<file path="config.mk">
export PLATFORM = sky130hd
export DESIGN_NAME = header_field_splitter
export DESIGN_NICKNAME = d
export VERILOG_FILES = /design/src/hdl/hfs_pkg.sv /design/src/hdl/header_field_splitter.sv /design/src/hdl/hfs_front.sv /design/src/hdl/hfs_queue.sv /design/src/hdl/hfs_back.sv
export SDC_FILE = /design/constraint.sdc
export NUM_CORES = 1
export LEC_CHECK = 0
export BUFFER_PORTS_ARGS = -buffer_cell sky130_fd_sc_hd__buf_2
export CORE_MARGIN = 1
export CORE_UTILIZATION = 30
export CTS_BUF_LIST = sky130_fd_sc_hd__clkbuf_8
export CTS_CLUSTER_DIAMETER = 80
export DETAILED_ROUTE_END_ITERATION = 6
export SKIP_CTS_REPAIR_TIMING = 1
export SYNTH_ARGS = -nofsm -noshare
export SYNTH_HDL_FRONTEND = slang
export SYNTH_HIERARCHICAL = 1
export SYNTH_SLANG_ARGS = --single-unit
</file>
<file path="constraint.sdc">
create_clock -name clk -period 9 [get_ports clk]
set_input_delay 0.9 -clock clk [delete_from_list [all_inputs] [get_ports clk]]
set_output_delay 0.9 -clock clk [all_outputs]
set_load 0.01 [all_outputs]
</file>
<file path="src/hdl/hfs_pkg.sv">
// Shared types and constants of the header field splitter.
`timescale 1ns / 1ps

package hfs_pkg;

	// Default longest buffer before positions saturate.
	localparam int HFS_MAX_LEN = 4096;

	// Width of each reported position or length.
	localparam int FIELD_W = 13;

	// Entries in the queue between the classifier and the parser.
	localparam int QUEUE_DEPTH = 4;

	// Byte codes that the classifier looks for.
	localparam logic [7:0] CH_COLON = 8'h3A;
	localparam logic [7:0] CH_LF    = 8'h0A;
	localparam logic [7:0] CH_TAB   = 8'h09;
	localparam logic [7:0] CH_SPACE = 8'h20;
	localparam logic [7:0] CH_VT    = 8'h0B;
	localparam logic [7:0] CH_FF    = 8'h0C;
	localparam logic [7:0] CH_CR    = 8'h0D;

	// Class of one byte, as handed from the classifier to the parser.
	typedef struct packed {
		logic colon;
		logic blank;
		logic ws;
		logic newline;
		logic last;
	} hfs_class_t;

	// One parse result.
	typedef struct packed {
		logic               too_long;
		logic [FIELD_W-1:0] body_length;
		logic [FIELD_W-1:0] body_offset;
		logic [FIELD_W-1:0] name_length;
	} hfs_result_t;

endpackage

</file>
<file path="src/hdl/header_field_splitter.sv">
// Top level of the header field splitter.
`timescale 1ns / 1ps

// Splits one header line, fed one byte per transfer with tlast on the final
// byte, into the name length, the body offset and the trimmed body length.
// A folded line (newline followed by a space or tab) continues the body.
// One result transfer follows each final byte. The block takes one byte per
// clock cycle while results are taken; the limit is the parser's position
// update. A result passes through the classifier register, the queue and the
// output register after its final byte is transferred in. While a result
// waits on m_tready, bytes that end no buffer keep flowing; the next final
// byte waits at the parser, and once the queue and the classifier register
// fill up, s_tready drops until the waiting result is transferred.
// Buffers longer than MAX_LEN bytes set too_long, with all positions
// saturated at MAX_LEN and then reported modulo 8192.
module header_field_splitter
	import hfs_pkg::*;
#(
	parameter int MAX_LEN = HFS_MAX_LEN
) (
	input  logic        clk,
	input  logic        arst_n,
	input  logic        s_tvalid,
	output logic        s_tready,
	input  logic [7:0]  s_tdata,   // [7:0] char_in
	input  logic        s_tlast,   // last_char
	output logic        m_tvalid,
	input  logic        m_tready,
	output logic [39:0] m_tdata,   // [12:0] name_length, [25:13] body_offset,
	                               // [38:26] body_length, [39] zero
	output logic [0:0]  m_tuser    // [0] too_long
);

	logic        push_valid;
	logic        push_ready;
	hfs_class_t  push_data;
	logic        pop_valid;
	logic        pop_ready;
	hfs_class_t  pop_data;
	hfs_result_t res;

	hfs_front u_front (
		.clk        (clk),
		.arst_n     (arst_n),
		.s_tvalid   (s_tvalid),
		.s_tready   (s_tready),
		.s_tdata    (s_tdata),
		.s_tlast    (s_tlast),
		.push_valid (push_valid),
		.push_ready (push_ready),
		.push_data  (push_data)
	);

	hfs_queue #(
		.DEPTH (QUEUE_DEPTH)
	) u_queue (
		.clk        (clk),
		.arst_n     (arst_n),
		.push_valid (push_valid),
		.push_ready (push_ready),
		.push_data  (push_data),
		.pop_valid  (pop_valid),
		.pop_ready  (pop_ready),
		.pop_data   (pop_data)
	);

	hfs_back #(
		.MAX_LEN (MAX_LEN)
	) u_back (
		.clk       (clk),
		.arst_n    (arst_n),
		.pop_valid (pop_valid),
		.pop_ready (pop_ready),
		.pop_data  (pop_data),
		.res_valid (m_tvalid),
		.res_ready (m_tready),
		.res_data  (res)
	);

	// Pack the result fields, lowest field first.
	assign m_tdata = {1'b0, res.body_length, res.body_offset, res.name_length};
	assign m_tuser = res.too_long;

endmodule

</file>
<file path="src/hdl/hfs_front.sv">
// Input stage: accepts bytes and classifies each one.
`timescale 1ns / 1ps

module hfs_front
	import hfs_pkg::*;
(
	input  logic       clk,
	input  logic       arst_n,
	input  logic       s_tvalid,
	output logic       s_tready,
	input  logic [7:0] s_tdata,
	input  logic       s_tlast,
	output logic       push_valid,
	input  logic       push_ready,
	output hfs_class_t push_data
);

	logic       valid_s1;
	hfs_class_t cls_s1;
	hfs_class_t cls;

	// Compare the byte against the characters that steer the parser.
	always_comb begin
		cls.colon   = (s_tdata == CH_COLON);
		cls.blank   = (s_tdata == CH_SPACE) || (s_tdata == CH_TAB);
		cls.newline = (s_tdata == CH_LF);
		cls.ws      = (s_tdata == CH_SPACE) || (s_tdata == CH_TAB) ||
			(s_tdata == CH_LF) || (s_tdata == CH_VT) ||
			(s_tdata == CH_FF) || (s_tdata == CH_CR);
		cls.last    = s_tlast;
	end

	// The stage takes a new byte whenever its own slot is empty or empties this cycle.
	assign s_tready   = !valid_s1 || push_ready;
	assign push_valid = valid_s1;
	assign push_data  = cls_s1;

	always_ff @(posedge clk or negedge arst_n) begin
		if (!arst_n) begin
			valid_s1 <= 1'b0;
		end else if (s_tready) begin
			valid_s1 <= s_tvalid;
		end
	end

	always_ff @(posedge clk) begin
		if (s_tready && s_tvalid) begin
			cls_s1 <= cls;
		end
	end

endmodule

</file>
<file path="src/hdl/hfs_queue.sv">
// Short queue of classified bytes between the classifier and the parser.
`timescale 1ns / 1ps

module hfs_queue
	import hfs_pkg::*;
#(
	parameter int DEPTH = QUEUE_DEPTH
) (
	input  logic       clk,
	input  logic       arst_n,
	input  logic       push_valid,
	output logic       push_ready,
	input  hfs_class_t push_data,
	output logic       pop_valid,
	input  logic       pop_ready,
	output hfs_class_t pop_data
);

	localparam int PTR_W = (DEPTH > 1) ? $clog2(DEPTH) : 1;
	localparam int CNT_W = $clog2(DEPTH + 1);
	localparam logic [PTR_W-1:0] LAST_PTR = PTR_W'(DEPTH - 1);
	localparam logic [CNT_W-1:0] FULL_CNT = CNT_W'(DEPTH);

	hfs_class_t       entries_q [DEPTH];
	logic [PTR_W-1:0] wr_ptr_q;
	logic [PTR_W-1:0] rd_ptr_q;
	logic [CNT_W-1:0] count_q;
	logic             do_push;
	logic             do_pop;

	assign push_ready = (count_q != FULL_CNT);
	assign pop_valid  = (count_q != '0);
	assign pop_data   = entries_q[rd_ptr_q];
	assign do_push    = push_valid && push_ready;
	assign do_pop     = pop_valid && pop_ready;

	// Pointers wrap at the depth; the count tracks occupancy.
	always_ff @(posedge clk or negedge arst_n) begin
		if (!arst_n) begin
			wr_ptr_q <= '0;
			rd_ptr_q <= '0;
			count_q  <= '0;
		end else begin
			if (do_push) begin
				wr_ptr_q <= (wr_ptr_q == LAST_PTR) ? '0 : wr_ptr_q + 1'b1;
			end
			if (do_pop) begin
				rd_ptr_q <= (rd_ptr_q == LAST_PTR) ? '0 : rd_ptr_q + 1'b1;
			end
			if (do_push && !do_pop) begin
				count_q <= count_q + 1'b1;
			end else if (do_pop && !do_push) begin
				count_q <= count_q - 1'b1;
			end
		end
	end

	always_ff @(posedge clk) begin
		if (do_push) begin
			entries_q[wr_ptr_q] <= push_data;
		end
	end

endmodule

</file>
<file path="src/hdl/hfs_back.sv">
// Parser: tracks name and body positions and registers the result.
`timescale 1ns / 1ps

module hfs_back
	import hfs_pkg::*;
#(
	parameter int MAX_LEN = HFS_MAX_LEN
) (
	input  logic        clk,
	input  logic        arst_n,
	input  logic        pop_valid,
	output logic        pop_ready,
	input  hfs_class_t  pop_data,
	output logic        res_valid,
	input  logic        res_ready,
	output hfs_result_t res_data
);

	localparam int POS_W = $clog2(MAX_LEN + 1);
	localparam logic [POS_W-1:0] MAX_POS = POS_W'(MAX_LEN);

	typedef enum logic [3:0] {
		PH_NAME = 4'b0001,
		PH_SKIP = 4'b0010,
		PH_BODY = 4'b0100,
		PH_DONE = 4'b1000
	} phase_t;

	phase_t      phase_q, phase_n;
	logic [POS_W-1:0] pos_q;
	logic [POS_W-1:0] name_end_q, name_end_n;
	logic [POS_W-1:0] begin_q, begin_n;
	logic [POS_W-1:0] end_q, end_n;
	logic        pend_nl_q, pend_nl_n;
	logic        ovf_q, ovf_n;
	logic [POS_W:0]   pos_p1;
	logic [POS_W-1:0] pos_next;
	logic [POS_W-1:0] body_len;
	logic        take;
	logic        res_valid_q;
	hfs_result_t res_q;

	// A byte that ends no buffer can always be taken; a final byte needs the output slot.
	assign pop_ready = !pop_data.last || !res_valid_q || res_ready;
	assign take      = pop_valid && pop_ready;
	assign res_valid = res_valid_q;
	assign res_data  = res_q;

	// Saturating increment of the byte index.
	assign pos_p1   = {1'b0, pos_q} + 1'b1;
	assign pos_next = (pos_p1 >= {1'b0, MAX_POS}) ? MAX_POS : pos_p1[POS_W-1:0];

	// Next state of the parser for the byte at the head of the queue.
	always_comb begin
		phase_n    = phase_q;
		name_end_n = name_end_q;
		begin_n    = begin_q;
		end_n      = end_q;
		pend_nl_n  = pend_nl_q;
		ovf_n      = ovf_q || (pos_q == MAX_POS);
		case (phase_q)
			PH_NAME: begin
				if (pop_data.colon) begin
					phase_n = PH_SKIP;
					begin_n = pos_next;
					end_n   = pos_next;
				end else begin
					if (!pop_data.ws) begin
						name_end_n = pos_next;
					end
					if (pop_data.last) begin
						begin_n = pos_next;
						end_n   = pos_next;
					end
				end
			end
			PH_SKIP: begin
				if (pop_data.blank) begin
					begin_n = pos_next;
					end_n   = pos_next;
				end else begin
					// First body byte; no newline can be pending yet.
					phase_n = PH_BODY;
					begin_n = pos_q;
					end_n   = pop_data.ws ? pos_q : pos_next;
					pend_nl_n = pop_data.newline;
				end
			end
			PH_BODY: begin
				if (pend_nl_q) begin
					// A blank after a newline folds the line; anything else ends the body.
					if (pop_data.blank) begin
						pend_nl_n = 1'b0;
					end else begin
						phase_n = PH_DONE;
					end
				end else begin
					if (pop_data.newline) begin
						pend_nl_n = 1'b1;
					end
					if (!pop_data.ws) begin
						end_n = pos_next;
					end
				end
			end
			PH_DONE: begin
				phase_n = PH_DONE;
			end
			default: begin
				phase_n = PH_DONE;
			end
		endcase
	end

	assign body_len = end_n - begin_n;

	// Parser state returns to its start after each final byte.
	always_ff @(posedge clk or negedge arst_n) begin
		if (!arst_n) begin
			phase_q    <= PH_NAME;
			pos_q      <= '0;
			name_end_q <= '0;
			begin_q    <= '0;
			end_q      <= '0;
			pend_nl_q  <= 1'b0;
			ovf_q      <= 1'b0;
		end else if (take) begin
			if (pop_data.last) begin
				phase_q    <= PH_NAME;
				pos_q      <= '0;
				name_end_q <= '0;
				begin_q    <= '0;
				end_q      <= '0;
				pend_nl_q  <= 1'b0;
				ovf_q      <= 1'b0;
			end else begin
				phase_q    <= phase_n;
				pos_q      <= pos_next;
				name_end_q <= name_end_n;
				begin_q    <= begin_n;
				end_q      <= end_n;
				pend_nl_q  <= pend_nl_n;
				ovf_q      <= ovf_n;
			end
		end
	end

	// Output register holds the result until the downstream transfer.
	always_ff @(posedge clk or negedge arst_n) begin
		if (!arst_n) begin
			res_valid_q <= 1'b0;
		end else if (take && pop_data.last) begin
			res_valid_q <= 1'b1;
		end else if (res_ready) begin
			res_valid_q <= 1'b0;
		end
	end

	always_ff @(posedge clk) begin
		if (take && pop_data.last) begin
			res_q.name_length <= FIELD_W'(name_end_n);
			res_q.body_offset <= FIELD_W'(begin_n);
			res_q.body_length <= FIELD_W'(body_len);
			res_q.too_long    <= ovf_n;
		end
	end

endmodule

</file>
# Word-level counts from Yosys, hierarchy flattened
# Memories as Yosys holds them, arrays and structs flattened.
# Cells that the tools add are included.
# Widths: inputs -> output; s select.
# op_classes
addsub,6
magnitude_cmp,1
eq_ne,18
muxes,40
reduce_logical,26
# op_table
cell,n
$mux 13,17
$eq 8x4->1 const B,5
$pmux 13 s3,1
$pmux 13 s2,1
$mux 4,5
$eq 8x6->1 const B,2
$add 13x1->14 const B,1
$ge 14x13->1 const B,1
$eq 13x13->1 const B,1
$sub 13x13->13,1
$pmux 4 s3,1
$mux 1,10
$logic_or 1x1->1,9
$ne 3x2->1 const B,3
$logic_and 1x1->1,6
$mux 3,2
$reduce_bool 3->1,2
$logic_not 1->1,5
$reduce_and 5->1,1
$add 2x1->2 const B,2
$eq 2x2->1 const B,2
$eq 4x1->1 const B,1
$eq 4x2->1 const B,1
$eq 4x3->1 const B,1
other kinds (8),10
# totals
regBits,112
ram_bits,20
input_bits,13
output_inout_bits,43
word_cells,113
mem_count,1
# mem_list
name,depth,width,read_ports,rd_ports_with_merged_regs,wr,line,text
u_queue.entries_q,4,5,1,0,1,hfs_queue.sv:24,hfs_class_t entries_q [DEPTH];

# Logic depth before layout (Yosys ltp)
# Gate-level depths: netlist of run 1.
# An unclocked memory read counts as a cell.
# depth
word_depth,8
ltp_mapped,19
depth_no_buf,16

# Hierarchy
# Netlist of run 1, hierarchy kept.
# by_module_without_submodules
module,instances,cells_each,area_each_um2,seq_area_each_um2
hfs_back,1,546,5516.5,2678.8
hfs_queue,1,63,1167.4,775.7
hfs_front,1,23,280.3,175.2
header_field_splitter,1,2,11.3,0.0

# Worst setup path before layout of run 1
# Ideal clock, no wire load.
# synth_path
path_kind,register to register
from,register u_back.pos_q[1]
to,"register u_back.res_q, in the netlist u_back/res_data[37], data pin"
setup_time_ps,274
arrival_ps,3879
required_time_ps,8726
path_slack_ps,4847
path_stages_with_launch,18
path_buffers,2
period_less_slack_ps,4153
path_cell_list,dfrtp_1 -> ha_1 -> and3_4 -> buf_6 -> and4_4 -> mux2_4 -> clkbuf_1 -> nor2b_1 -> mux2i_1 -> o21ai_0 -> inv_1 -> ha_1 -> a21oi_1 -> o21ai_1 -> a31o_1 -> a2111oi_0 -> o41ai_1 -> xor2_1
# synth_via
elab_chain_len,7
elab_cells_between_ends,15
cone_classes,2 x add/sub; 1 x order compare; 12 x mux
# synth_lines
item,line,text
start: declaration,hfs_back.sv:30,logic [POS_W-1:0] pos_q;
start signal: assignment,hfs_back.sv:138,pos_q <= pos_next;
$add 13x1->14,hfs_back.sv:50,"assign pos_p1 = {1'b0, pos_q} + 1'b1;"
$ge 14x13->1,hfs_back.sv:51,"assign pos_next = (pos_p1 >= {1'b0, MAX_POS}) ? MAX_POS : pos_p1[POS_W-1:0];"
$mux 13,hfs_back.sv:51,
$mux 13,hfs_back.sv:71,if (pop_data.last) begin
$mux 13,hfs_back.sv:63,if (pop_data.colon) begin
$pmux 13 s2 (*),hfs_back.sv:61,case (phase_q)
via u_back.begin_n[1],hfs_back.sv:32,"logic [POS_W-1:0] begin_q, begin_n;"
$sub 13x13->13 (*),hfs_back.sv:115,assign body_len = end_n - begin_n;
via u_back.body_len[11],hfs_back.sv:38,logic [POS_W-1:0] body_len;
end: declaration,hfs_back.sv:41,hfs_result_t res_q;
# The timed path passes the listed nets; every way through them passes the cells marked *.
# A chain may end at the register's enable or synchronous reset.

# Final worst setup path of run 1
# layout_path
from,register u_back.pos_q[0]
to,"register u_back.res_q, in the netlist u_back/res_data[37], data pin"
# layout_via
elab_chain_len,7
elab_cells_between_ends,15
cone_classes,2 x add/sub; 1 x order compare; 12 x mux
# layout_lines
item,line
$add 13x1->14 (*),hfs_back.sv:50
$ge 14x13->1,hfs_back.sv:51
$mux 13 (*),hfs_back.sv:51
$mux 13,hfs_back.sv:71
$mux 13,hfs_back.sv:63
$pmux 13 s2 (*),hfs_back.sv:61
via u_back.begin_n[1],hfs_back.sv:32
$sub 13x13->13 (*),hfs_back.sv:115
via u_back.body_len[11],hfs_back.sv:38
# Marked as above.

==> results.txt, run 1 <==
- In the final routed layout, each cell accounts on average for 17.4 µm.
- Global-route wire length before repair: 27100 µm
- Total number of nets in the final design: 702
* # H-tree levels: 4
- Yosys attributes the largest share of cell area to sky130_fd_sc_hd__edfxtp_1, sky130_fd_sc_hd__dfrtp_1, sky130_fd_sc_hd__a22o_1, sky130_fd_sc_hd__ha_1, sky130_fd_sc_hd__o21ai_0.
- Worst rel slew slack: 32.1%
- The number of antenna violations at the first check in global routing is 0.
* CP max stage cell: sky130_fd_sc_hd__dfrtp_1
- Synth top area share: 28.0%
- Hold timing on the final database bottoms out at a slack of 0.497 ns.
- The worst setup path is of the flop to flop kind.
- Share of synthesized flip-flops with an asynchronous set or reset: 50.8%
- Final critical-path setup slack: 3.89 ns
- Post-route standard cell area excluding fillers: 0.00790 mm²
* Worst hold-check path type: flop to flop
- In this run the critical register-to-register path is captured at u_back/res_data[37]$_DFFE_PP_.
* Synthesized area divided by synthesized cell count: 11.0 µm²
- DRC: 0
- Number of primary I/O pins: 56
- Most frequent standard cell in the layout excluding fill and tap cells: sky130_fd_sc_hd__dfrtp_1
- Top fanout value on the critical path: 32
* Routed vias/inst: 5.28
- Actual slew at the worst max-slew pin: 1.00 ns
* Worst stage delay on the critical path: 0.57 ns
- Final weighted congestion in routability-driven placement: 0.816
- In the final layout, the share of cells above drive strength 1 is 18.8%.
- The detailed router finished its first iteration with 407 violations.
- For this run, the leading register cell type out of synthesis is sky130_fd_sc_hd__dfrtp_1.
- Number of max-cap violations: 0
- Along the worst hold path, the cell count comes to 2.
- Final period utilization: 56.8%
- For the worst setup path, the data required time is 9.18 ns.
- Once placement finished, the instance area stood at 0.00746 mm².
- Launch instance of the worst register-to-register path: u_back/pos_q[0]$_DFFE_PN0P_
* Number of instances in the synthesized netlist: 634
* Clock tree from TritonCTS: yes
* Clock latency on the worst-skew pair: 0.45 ns
- Remaining antenna violation count after routing: 0
- Final routed wirelength across all metal layers: 16900 µm
* Row count: 55
- Number of diodes added for antenna fixing: 0
- CP Buf/Inv Count: 1
- Layout overhead on the synthesized area: 13.3%
* Distinct cells, synth: 76
- Final setup viols: 0
- Setup repair after global routing left no endpoint under its margin.
- Worst R2R Setup Slack: 3.89 ns
* Final critical path time including I/O delays and setup: 5.11 ns
- Entering global routing, the biggest net connects 68 pins.
- The die is 154 µm wide.
* Number of buffers created by CTS: 17
* Core region area: 0.0227 mm²
- Buffers placed on the I/O ports in this run total 54.
- VDD sags by at most 0.207 mV.
* Worst Hold Launch: u_back/end_q[0]$_DFFE_PN0P_
- For this configuration, the core starts out at a cell density of 30.7%.
- Global routing finished with a remaining overflow of 0.
- Post-Syn Nets: 667
- The number of hold violations in the final report was 0.
- The first detailed-routing pass took 5 iterations.
- The max-slew violation count is 0.
* Pwr Total: 2820 µW
- DR vias: 5104
* HPWL Detailed: 11300 µm
- The worst register-to-register path has a depth of 15.
- The library cells used most frequently in the layout, excluding fill and tap cells, are sky130_fd_sc_hd__dfrtp_1, sky130_fd_sc_hd__edfxtp_1, sky130_fd_sc_hd__nand2_1, sky130_fd_sc_hd__buf_2, sky130_fd_sc_hd__o21ai_0.
- Data arrival time of the worst path: 5.29 ns
* Syn Std Cell Area: 0.00698 mm²
* Buffer cell driving the clock tree root: sky130_fd_sc_hd__clkbuf_8
- Global-route total usage across every layer: 14.6%
- Kind of cell adding the most delay to the critical path: compound AO/OA/AOI/OAI gates
- The path with the worst hold slack has its endpoint at u_back/end_q[0]$_DFFE_PN0P_.
- Worst setup slack before clock tree synthesis: 3.96 ns
- After clock tree synthesis, the clock-pin slew on the worst setup and hold paths is 0.08 ns.
- Critical Path End Type: flop
- The clock drives 132 sinks.
- The die covers 0.0239 mm².
- Across the routed clock network, the largest skew measured is 0.0119 ns.
- Counting flops with a built-in enable in the synthesized netlist gives 65.
- Vertical die dimension: 154 µm
- Setup TNS after final layout: 0 ns
- In this run the power density over the cells is 357 mW/mm².
* Number of global-route vias before repair: 4953
- Timing would allow up to 196 MHz.
* Leak pwr: 0.00326 µW
- The flow ran to the end, and the final reports show no timing, DRC or antenna violations.
* Most common cell on crit path: sky130_fd_sc_hd__ha_1
- Synthesis inferred 132 register bits.
* Share of synthesized area occupied by flip-flops and latches: 52.0%
* Yosys warning total: 6
- The worst setup path is launched from a flop.
- The critical path goes through ha_1 > and3_4 > and4_4 > mux2_4 > nor2b_1 > mux2i_1 > o21ai_0 > inv_1 > ha_1 > a21oi_1 > o21ai_1 > a31o_1 > a2111oi_0 > o41ai_1 > xor2_1.
* Clock Path Buffers: 2
- Area leader, netlist: sky130_fd_sc_hd__edfxtp_1
-- worst max path at each step --
stage	from	end	slack, ns	cells after the start
floorplan	u_back/pos_q[1]$_DFFE_PN0P_	u_back/res_data[37]$_DFFE_PP_	4.85	17
global placement	u_back/pos_q[0]$_DFFE_PN0P_	u_back/res_data[37]$_DFFE_PP_	3.94	15
detailed placement	u_back/pos_q[0]$_DFFE_PN0P_	u_back/res_data[33]$_DFFE_PP_	3.96	16
CTS	u_back/pos_q[0]$_DFFE_PN0P_	u_back/res_data[33]$_DFFE_PP_	3.93	16
global route	u_back/pos_q[0]$_DFFE_PN0P_	u_back/res_data[37]$_DFFE_PP_	3.49	15
finish	u_back/pos_q[0]$_DFFE_PN0P_	u_back/res_data[37]$_DFFE_PP_	3.89	15
-- Yosys cell counts (3+ instances only) --
library cell	number
sky130_fd_sc_hd__a211oi_1	3
sky130_fd_sc_hd__a21o_1	7
sky130_fd_sc_hd__a21oi_1	25
sky130_fd_sc_hd__a221o_1	3
sky130_fd_sc_hd__a221oi_1	3
sky130_fd_sc_hd__a222oi_1	9
sky130_fd_sc_hd__a22o_1	30
sky130_fd_sc_hd__a22oi_1	10
sky130_fd_sc_hd__and2_1	10
sky130_fd_sc_hd__and3_1	4
sky130_fd_sc_hd__buf_2	10
sky130_fd_sc_hd__clkbuf_1	27
sky130_fd_sc_hd__dfrtp_1	66
sky130_fd_sc_hd__edfxtp_1	65
sky130_fd_sc_hd__ha_1	18
sky130_fd_sc_hd__inv_1	31
sky130_fd_sc_hd__mux2_2	13
sky130_fd_sc_hd__mux2_4	4
sky130_fd_sc_hd__mux2i_1	4
sky130_fd_sc_hd__mux4_2	5
sky130_fd_sc_hd__nand2_1	57
sky130_fd_sc_hd__nand2b_1	9
sky130_fd_sc_hd__nand3_1	9
sky130_fd_sc_hd__nand3b_1	3
sky130_fd_sc_hd__nor2_1	37
sky130_fd_sc_hd__nor2b_1	5
sky130_fd_sc_hd__nor3_1	17
sky130_fd_sc_hd__nor4_1	3
sky130_fd_sc_hd__nor4b_1	5
sky130_fd_sc_hd__o21a_1	3
sky130_fd_sc_hd__o21ai_0	44
sky130_fd_sc_hd__o31ai_1	12
sky130_fd_sc_hd__or3_1	3
sky130_fd_sc_hd__xnor2_1	11
sky130_fd_sc_hd__xor2_1	14
-- report_power, final --
part           switching [µW]  internal (µW)  total [µW]
logic                     809            459        1270
registers                 100            887         987
clock network             247            316         563
total                    1160           1660        2820
-- registers in the layout, summed over array words and instances (netlist names) --
name                count
u_back/end_q           13
u_front/push_data       5
u_back/pend_nl_q        1
u_back/pos_q           13
u_back/begin_q         13
u_back/name_end_q      13
u_back/ovf_q            1
u_queue/wr_ptr_q        2
u_queue/rd_ptr_q        2
u_back/phase_q          4
u_queue/count_q         3
u_back/res_valid        1
u_front/push_valid      1
u_back/res_data        40
u_queue/entries_q      20
-- layout make-up --
type | instances | area (µm²)
fill | 2257 | 14800
sequential | 132 | 3630
multi-input combinational | 429 | 3050
tap | 285 | 357
timing repair buffer | 58 | 300
clock buffer | 19 | 262
clock inverter | 13 | 181
inverter | 31 | 116
-- metrics by stage --
step,utilization (%),cells
finish,34.8,967
floorplan,-,634
global route,34.8,967
global placement,32.8,935
CTS,34.8,967
detailed placement,32.8,935
-- kinds of logic (layout without fill, tap and decap cells) --
family / Yosys count / after routing / synth area share [%]
XOR/XNOR: 25 / 25 / 3.14
multiplexers: 26 / 26 / 5.15
buffers and inverters: 73 / 121 / 4.38
other: 1 / 1 / 0.0538
AND/OR/NAND/NOR: 180 / 180 / 13.1
AO/OA/AOI/OAI: 177 / 177 / 18.4
flip-flops: 132 / 132 / 52.0
adder cells (fa/ha/maj): 20 / 20 / 3.80
-- worst min-delay path, cell delays in order (launching register included) --
cell                      delay [ns]
sky130_fd_sc_hd__dfrtp_1        0.36
sky130_fd_sc_hd__nand2_1        0.05
sky130_fd_sc_hd__o21ai_0        0.06
-- metal layers --
layer	vias to the layer above	global-route usage, %	wire length, µm
li1	2432	-	-
met1	2485	19.7	7730
met2	162	23.3	7940
met3	25	3.11	858
met4	0	5.09	326
met5	-	0	0
Note: power is estimated with default switching activity, not from simulation.
==> run 2, diff against run 1 <==
==> constraint.sdc (replaced) <==
create_clock -name clk -period 4.1 [get_ports clk]
set_input_delay 0.41 -clock clk [delete_from_list [all_inputs] [get_ports clk]]
set_output_delay 0.41 -clock clk [all_outputs]
set_load 0.01 [all_outputs]
==> results.txt, run 2 (synthesis gave the netlist of run 1 again) <==
- Sequential cell area: 0.00363 mm² (about the same)
- The final setup TNS came to 0 ns (unchanged).
- The number of buffers on the longest clock path came to 2 (unchanged).
- Fin. Hold Viols: 0 (unchanged)
* Remaining antenna violation count after routing: 0 (unchanged)
- CP max stage cell: sky130_fd_sc_hd__a222oi_1
* Core region area: 0.0227 mm² (unchanged)
- Worst rel slew slack: 37.2% (+5.1 points)
* Number of primary I/O pins: 56 (unchanged)
- The clock transition at the registers of the reported paths was 0.09 ns (about the same).
- The worst register-to-register path begins at u_back/pos_q[1]$_DFFE_PN0P_.
- Kind of cell adding the most delay to the critical path: compound AO/OA/AOI/OAI gates
* Layout overhead on the synthesized area: 20.5%
- The slew at the pin closest to its max-slew limit was 0.942 ns (-0.0619 ns).
- The total overflow reported by the global router was 0 (unchanged).
* Upper clock frequency limit: 255 MHz (+30%)
* Number of buffers created by CTS: 17 (unchanged)
* Fraction of final layout cells sized beyond drive strength 1: 27.3% (+8.5 points)
- Die span in x: 154 µm (unchanged)
- The final design utilization is 37.0% (+2.2 points).
* Final routed wirelength across all metal layers: 17400 µm (+3.0%)
- The final-report setup violation count was 0 (unchanged).
- FF-to-FF End: u_back/res_data[38]$_DFFE_PP_
- CTS placed an instance of sky130_fd_sc_hd__clkbuf_8 at the clock tree root.
- Final critical path time including I/O delays and setup: 3.92 ns (-1.18 ns)
* Sinks on Clock Net: 132 (unchanged)
* Port bufs: 54 (unchanged)
- DR vias: 5332 (+4.5%)
- Detail-routed net length per standard cell: 16.9 µm (-2.9%)
* Flip-flop count of the largest register, all copies and words added: 40 (unchanged)
- Pin count of the biggest net entering global routing: 53 (-22%)
- Number of optimization iterations in the first detailed-route pass: 7 (+2)
- The worst hold-check slack came to 0.0856 ns (-0.411 ns).
* Worst setup slack before clock tree synthesis: 0.0625 ns (-3.90 ns)
- The global-route wire length before repair is 27700 µm (+2.1%).
* Footprint of the multi-input gates: 0.00311 mm² (+2.0%)
- Final number of max-transition violations: 0 (unchanged)
- HPWL Detailed: 12200 µm (+8.3%)
- WP data required: 4.29 ns (-4.89 ns)
- The number of global-route vias before repair is 5195 (+4.9%).
* Global-route total usage across every layer: 15.0% (+0.40 points)
* Outcome: finished clean
* Worst stage delay on the critical path: 0.50 ns (-0.07 ns)
* Number of filler instances in the final layout: 2265 (+0.35%)
- The number of rows created at floorplan was 55 (unchanged).
* Die outline area: 0.0239 mm² (unchanged)
* Initial antenna violation count: 0 (unchanged)
- Count of routing violations after the opening detailed-route iteration: 473 (+16%)
- The total power per unit cell area is 777 mW/mm² (+120%).
- Setup repair after global routing could not meet its margin everywhere.
* # H-tree levels: 4 (unchanged)
* Clock latency on the worst-skew pair: 0.46 ns (about the same)
- The starting utilization of the core area came to 30.7% (unchanged).
- CP Buf/Inv Count: 1 (unchanged)
- Routed vias/inst: 5.20 (-1.4%)
- Final period utilization: 95.7% (+39 points)
* Top fanout value on the critical path: 17 (-47%)
- Critical Path End Type: flop
- Max VDD drop: 0.410 mV (+98%)
* Startpoint types: flop
- The arrival time reported for the critical path endpoint was 4.12 ns (-1.17 ns).
- The total DRC errors in the routed layout came to 0 (unchanged).
* Crit Path Category: flop to flop
* Clock tree from TritonCTS: yes
- Final critical-path setup slack: 0.175 ns (-3.72 ns)
* Leak pwr: 0.00356 µW (+9.2%)
* Final weighted congestion in routability-driven placement: 0.843 (+3.3%)
* Total number of nets in the final design: 760 (+8.3%)
- The slack of the worst reg-to-reg path came to 0.18 ns (-3.72 ns).
- The number of max-cap violations came to 0 (unchanged).
* Cell-by-cell trace of the critical path: ha_1 > and3_4 > and4_4 > mux2_4 > buf_12 > nor2_1 > mux2_2 > a222oi_1 > ha_2 > and3_1 > and2_1 > o21ai_0 > a221oi_2 > o211ai_1
* Commonest cells after routing, fill and taps aside: sky130_fd_sc_hd__dfrtp_1, sky130_fd_sc_hd__edfxtp_1, sky130_fd_sc_hd__buf_4, sky130_fd_sc_hd__nand2_1, sky130_fd_sc_hd__buf_2
- Number of diodes added for antenna fixing: 0 (unchanged)
- The path class of the tightest hold or removal check is input port to async pin.
* Fin Clk Skew: 0.0162 ns (+0.00429 ns)
- The depth of the most critical reg-to-reg path came to 14 (-1).
- The die span in y came to 154 µm (unchanged).
-- run 2: cell count changes in the layout (fill, tap and decap cells not counted), moves of 2 or more --
cell / previous run / this run
sky130_fd_sc_hd__nor2b_1: 5 / 3
sky130_fd_sc_hd__nor2_1: 36 / 32
sky130_fd_sc_hd__or2_4: 0 / 2
sky130_fd_sc_hd__buf_6: 0 / 2
sky130_fd_sc_hd__buf_4: 4 / 58
sky130_fd_sc_hd__ha_1: 18 / 16
sky130_fd_sc_hd__inv_6: 1 / 6
sky130_fd_sc_hd__nor2b_2: 0 / 2
sky130_fd_sc_hd__buf_12: 0 / 2
sky130_fd_sc_hd__nor2_2: 2 / 7
-- run 2: worst register-to-register path: stages (launching register included) --
cell	delay (ns)
sky130_fd_sc_hd__dfrtp_1	0.40
sky130_fd_sc_hd__ha_1	0.20
sky130_fd_sc_hd__and3_4	0.21
sky130_fd_sc_hd__and4_4	0.19
sky130_fd_sc_hd__mux2_4	0.31
sky130_fd_sc_hd__buf_12	0.17
sky130_fd_sc_hd__nor2_1	0.10
sky130_fd_sc_hd__mux2_2	0.30
sky130_fd_sc_hd__a222oi_1	0.50
sky130_fd_sc_hd__ha_2	0.36
sky130_fd_sc_hd__and3_1	0.19
sky130_fd_sc_hd__and2_1	0.15
sky130_fd_sc_hd__o21ai_0	0.17
sky130_fd_sc_hd__a221oi_2	0.28
sky130_fd_sc_hd__o211ai_1	0.11
-- run 2: how the worst max path moves through the flow --
stage | startpoint | end | depth (start not counted)
CTS | u_queue/rd_ptr_q[0]$_DFFE_PN0P_ | u_back/res_data[38]$_DFFE_PP_ | 16
detailed placement | u_queue/rd_ptr_q[0]$_DFFE_PN0P_ | u_back/res_data[38]$_DFFE_PP_ | 16
global route | u_queue/rd_ptr_q[0]$_DFFE_PN0P_ | u_back/res_data[38]$_DFFE_PP_ | 15
global placement | u_queue/rd_ptr_q[0]$_DFFE_PN0P_ | u_back/res_data[38]$_DFFE_PP_ | 16
floorplan | u_back/pos_q[1]$_DFFE_PN0P_ | u_back/res_data[37]$_DFFE_PP_ | 17
finish | u_back/pos_q[1]$_DFFE_PN0P_ | u_back/res_data[38]$_DFFE_PP_ | 14
-- run 2: report_power, final --
| group | internal, µW | switching, µW | total [µW] |
|---|---|---|---|
| clock | 625 | 558 | 1180 |
| sequential | 1950 | 195 | 2140 |
| combinational | 1330 | 1880 | 3200 |
| total | 3900 | 2630 | 6530 |
-- run 2: cell type report --
type                            instances  share of cell area, %
Sequential cell                       132                   43.2
Multi-Input combinational cell        429                   37.0
Timing Repair Buffer                  116                   9.14
Tap cell                              285                   4.24
Clock buffer                           18                   2.95
Clock inverter                         14                   2.07
Inverter                               31                   1.38
-- run 2: per-stage QoR --
step / cells / total power, µW / instance area [µm²]
2_1_floorplan: 634 / 4160 / 6980
3_3_place_gp: 988 / 5210 / 7880
3_5_place_dp: 988 / 5240 / 7880
4_1_cts: 1020 / 6450 / 8300
5_1_grt: 1025 / 6970 / 8410
6_report: 1025 / 6530 / 8410
-- run 2: layer usage --
layer  global-route usage [%]  vias up  part of all wire (%)
met5                        0        -                     0
met4                     5.85        0                   1.4
met3                     2.80       18                   4.5
met2                     24.7      141                    49
met1                     19.6     2625                    45
li1                         -     2548                     -
==> run 3, diff against run 2 <==
--- a/config.mk
+++ b/config.mk
@@ -6,7 +6,7 @@
 export NUM_CORES = 1
 export LEC_CHECK = 0
 export BUFFER_PORTS_ARGS = -buffer_cell sky130_fd_sc_hd__buf_2
-export CORE_MARGIN = 1
+export CORE_MARGIN = 8
 export CORE_UTILIZATION = 30
 export CTS_BUF_LIST = sky130_fd_sc_hd__clkbuf_8
 export CTS_CLUSTER_DIAMETER = 80
==> results.txt, run 3 (synthesis gave the netlist of run 1 again) <==
- The iteration-0 DRC count of the detailed router was 435 (-8.0%).
- The slack of the worst reg-to-reg path is 0.19 ns (about the same).
- The number of global-route vias before repair came to 5259 (+1.2%).
- Fin Clk Skew: 0.0149 ns (-0.00130 ns)
- Final routed wirelength across all metal layers: 17800 µm (+2.4%)
- Core region area: 0.0231 mm² (+1.8%)
- The flow ran to the end, and the final reports show no timing, DRC or antenna violations.
- Die span in x: 168 µm (+9.1%)
* HPWL Detailed: 12900 µm (+5.3%)
- Final period utilization: 95.4% (-0.32 points)
- The global-route usage over all layers came to 12.7% (-2.3 points).
- Sequential cell area: 0.00363 mm² (about the same)
- Critical Path End Type: flop
- The number of nets with antenna violations after routing is 0 (unchanged).
- Footprint of the multi-input gates: 0.00310 mm² (-0.44%)
* WP data required: 4.28 ns (about the same)
- DR vias: 5257 (-1.4%)
- The total iterations of the first detailed-routing run came to 5 (-2).
* Fraction of final layout cells sized beyond drive strength 1: 26.2% (-1.1 points)
* Starting density of the core: 30.2% (-0.55 points)
- Port bufs: 54 (unchanged)
- The final-report setup violation count came to 0 (unchanged).
- FF-to-FF End: u_back/res_data[38]$_DFFE_PP_
* Initial antenna violation count: 0 (unchanged)
* Number of filler instances in the final layout: 2304 (+1.7%)
* Number of primary I/O pins: 56 (unchanged)
- Most frequent standard cell in the layout excluding fill and tap cells: sky130_fd_sc_hd__dfrtp_1
- Worst hold-check path type: input port to async pin
- The root buffer cell chosen for the clock tree is sky130_fd_sc_hd__clkbuf_8.
- Actual slew at the worst max-slew pin: 0.909 ns (-0.0330 ns)
- TritonCTS built the clock tree.
* Routed vias/inst: 5.11 (-1.7%)
- Row count: 56 (+1.8%)
* Global-route wire length before repair: 28600 µm (+3.4%)
- Sinks on Clock Net: 132 (unchanged)
- The depth of the most critical reg-to-reg path came to 16 (+2).
* Final number of max-transition violations: 0 (unchanged)
- The total power per unit cell area came to 779 mW/mm² (+0.32%).
- The worst hold-check slack came to 0.0818 ns (-0.00377 ns).
* Clock transition at path regs: 0.08 ns (about the same)
* Fin. Hold Viols: 0 (unchanged)
- Launch instance of the worst register-to-register path: u_queue/rd_ptr_q[0]$_DFFE_PN0P_
- The placed cell count is 993 (+0.51%).
- The CTS buffer count is 17 (unchanged).
- The final critical delay including setup and external delays was 3.91 ns (-0.0130 ns).
* Top fanout value on the critical path: 9 (-8)
- The area growth from synthesis to layout is 20.1%.
- The clock insertion delay at the later pin of the skew report came to 0.45 ns (about the same).
- RSZ-0062 raised after global routing: no
- Setup TNS after final layout: 0 ns (unchanged)
- The diode insertion count for antenna repair was 0 (unchanged).
- Data arrival time of the worst path: 4.09 ns (-0.03 ns)
- The number of max-cap violations was 0 (unchanged).
- Vertical die dimension: 168 µm (+9.1%)
* Startpoint types: flop
- The overall die area was 0.0284 mm² (+19%).
* DRC: 0 (unchanged)
- Worst rel slew slack: 39.4% (+2.2 points)
- The number of buffers on the longest clock path is 2 (unchanged).
- The total number of H-tree levels came to 4 (unchanged).
- The final design utilization came to 36.2% (-0.79 points).
- The leakage component of the power came to 0.00356 µW (about the same).
- Commonest cells after routing, fill and taps aside: sky130_fd_sc_hd__dfrtp_1, sky130_fd_sc_hd__edfxtp_1, sky130_fd_sc_hd__buf_4, sky130_fd_sc_hd__nand2_1, sky130_fd_sc_hd__buf_2
* Detail-routed net length per standard cell: 17.3 µm (+2.1%)
- The weighted congestion reported at the end of routability-driven placement was 0.875 (+3.9%).
- Total number of nets in the final design: 758 (-0.26%)
- The filler-free cell count of the finished design is 1028 (+0.29%).
* Crit Path Category: flop to flop
* Flip-flop count of the largest register, all copies and words added: 40 (unchanged)
* Pin count of the biggest net entering global routing: 45 (-15%)
- Upper clock frequency limit: 256 MHz (+0.33%)
- Max VDD drop: 0.367 mV (-11%)
- Global-route congestion overflow total: 0 (unchanged)
[run 3: cell count changes in the layout (fill, tap and decap cells not counted), sizes merged]
cell / delta
clkinv: +5
inv: -5
buf: -2
bufinv: +1
clkinvlp: -1
[run 3: report_power, final]
part / leakage, µW / switching, µW / internal, µW
sequential: 0.00154 / 186 / 1950
clock: 0.000223 / 527 / 677
combinational: 0.00180 / 1900 / 1290
[run 3: routing by layer]
layer,vias to the layer above,wire length [µm],global-route usage [%]
li1,2537,-,-
met1,2563,8050,16.2
met2,143,8580,20.9
met3,14,874,2.91
met4,0,265,4.54
met5,-,0,0
[run 3: layout make-up]
type                            instances  share of cell area, %
Clock buffer                           18                   2.96
Clock inverter                         14                   2.24
Inverter                               31                   1.39
Multi-Input combinational cell        429                   37.0
Sequential cell                       132                   43.3
Tap cell                              290                   4.33
Timing Repair Buffer                  114                   8.75
[run 3: worst max-delay path, stage by stage (launching register included)]
cell and delay, ns:
sky130_fd_sc_hd__dfrtp_1 0.43, sky130_fd_sc_hd__mux4_2 0.36, sky130_fd_sc_hd__or2_1 0.14, sky130_fd_sc_hd__a211oi_1 0.09, sky130_fd_sc_hd__or3_1 0.38, sky130_fd_sc_hd__or2_4 0.31, sky130_fd_sc_hd__a222oi_1 0.37, sky130_fd_sc_hd__buf_4 0.19
sky130_fd_sc_hd__inv_1 0.04, sky130_fd_sc_hd__ha_1 0.34, sky130_fd_sc_hd__a21o_1 0.15, sky130_fd_sc_hd__and2_1 0.14, sky130_fd_sc_hd__o21a_1 0.11, sky130_fd_sc_hd__o21a_1 0.17, sky130_fd_sc_hd__nor4_2 0.06, sky130_fd_sc_hd__a221oi_2 0.24
sky130_fd_sc_hd__o211ai_1 0.12
[run 3: worst max path at each step]
| stage | slack (ns) | from | cells after the start | end |
|---|---|---|---|---|
| after floorplan | 0.05 | u_back/pos_q[1]$_DFFE_PN0P_ | 17 | u_back/res_data[37]$_DFFE_PP_ |
| after global placement | 0.15 | u_queue/rd_ptr_q[0]$_DFFE_PN0P_ | 13 | u_back/res_data[37]$_DFFE_PP_ |
| after detailed placement | 0.08 | u_queue/rd_ptr_q[0]$_DFFE_PN0P_ | 14 | u_back/res_data[33]$_DFFE_PP_ |
| after CTS | 0.04 | u_queue/rd_ptr_q[0]$_DFFE_PN0P_ | 13 | u_back/res_data[37]$_DFFE_PP_ |
| after global routing | 0.008 | u_back/pos_q[0]$_DFFE_PN0P_ | 17 | u_back/res_data[38]$_DFFE_PP_ |
| final | 0.19 | u_queue/rd_ptr_q[0]$_DFFE_PN0P_ | 16 | u_back/res_data[38]$_DFFE_PP_ |
[run 3: metrics by stage]
stage	cell area (µm²)	total power, µW	worst slack [ns]
after floorplan	6980	4160	0.0466
after global placement	7870	5230	0.150
after detailed placement	7870	5250	0.0849
after CTS	8300	6480	0.0421
after global routing	8380	6990	0.00838
final	8380	6530	0.188
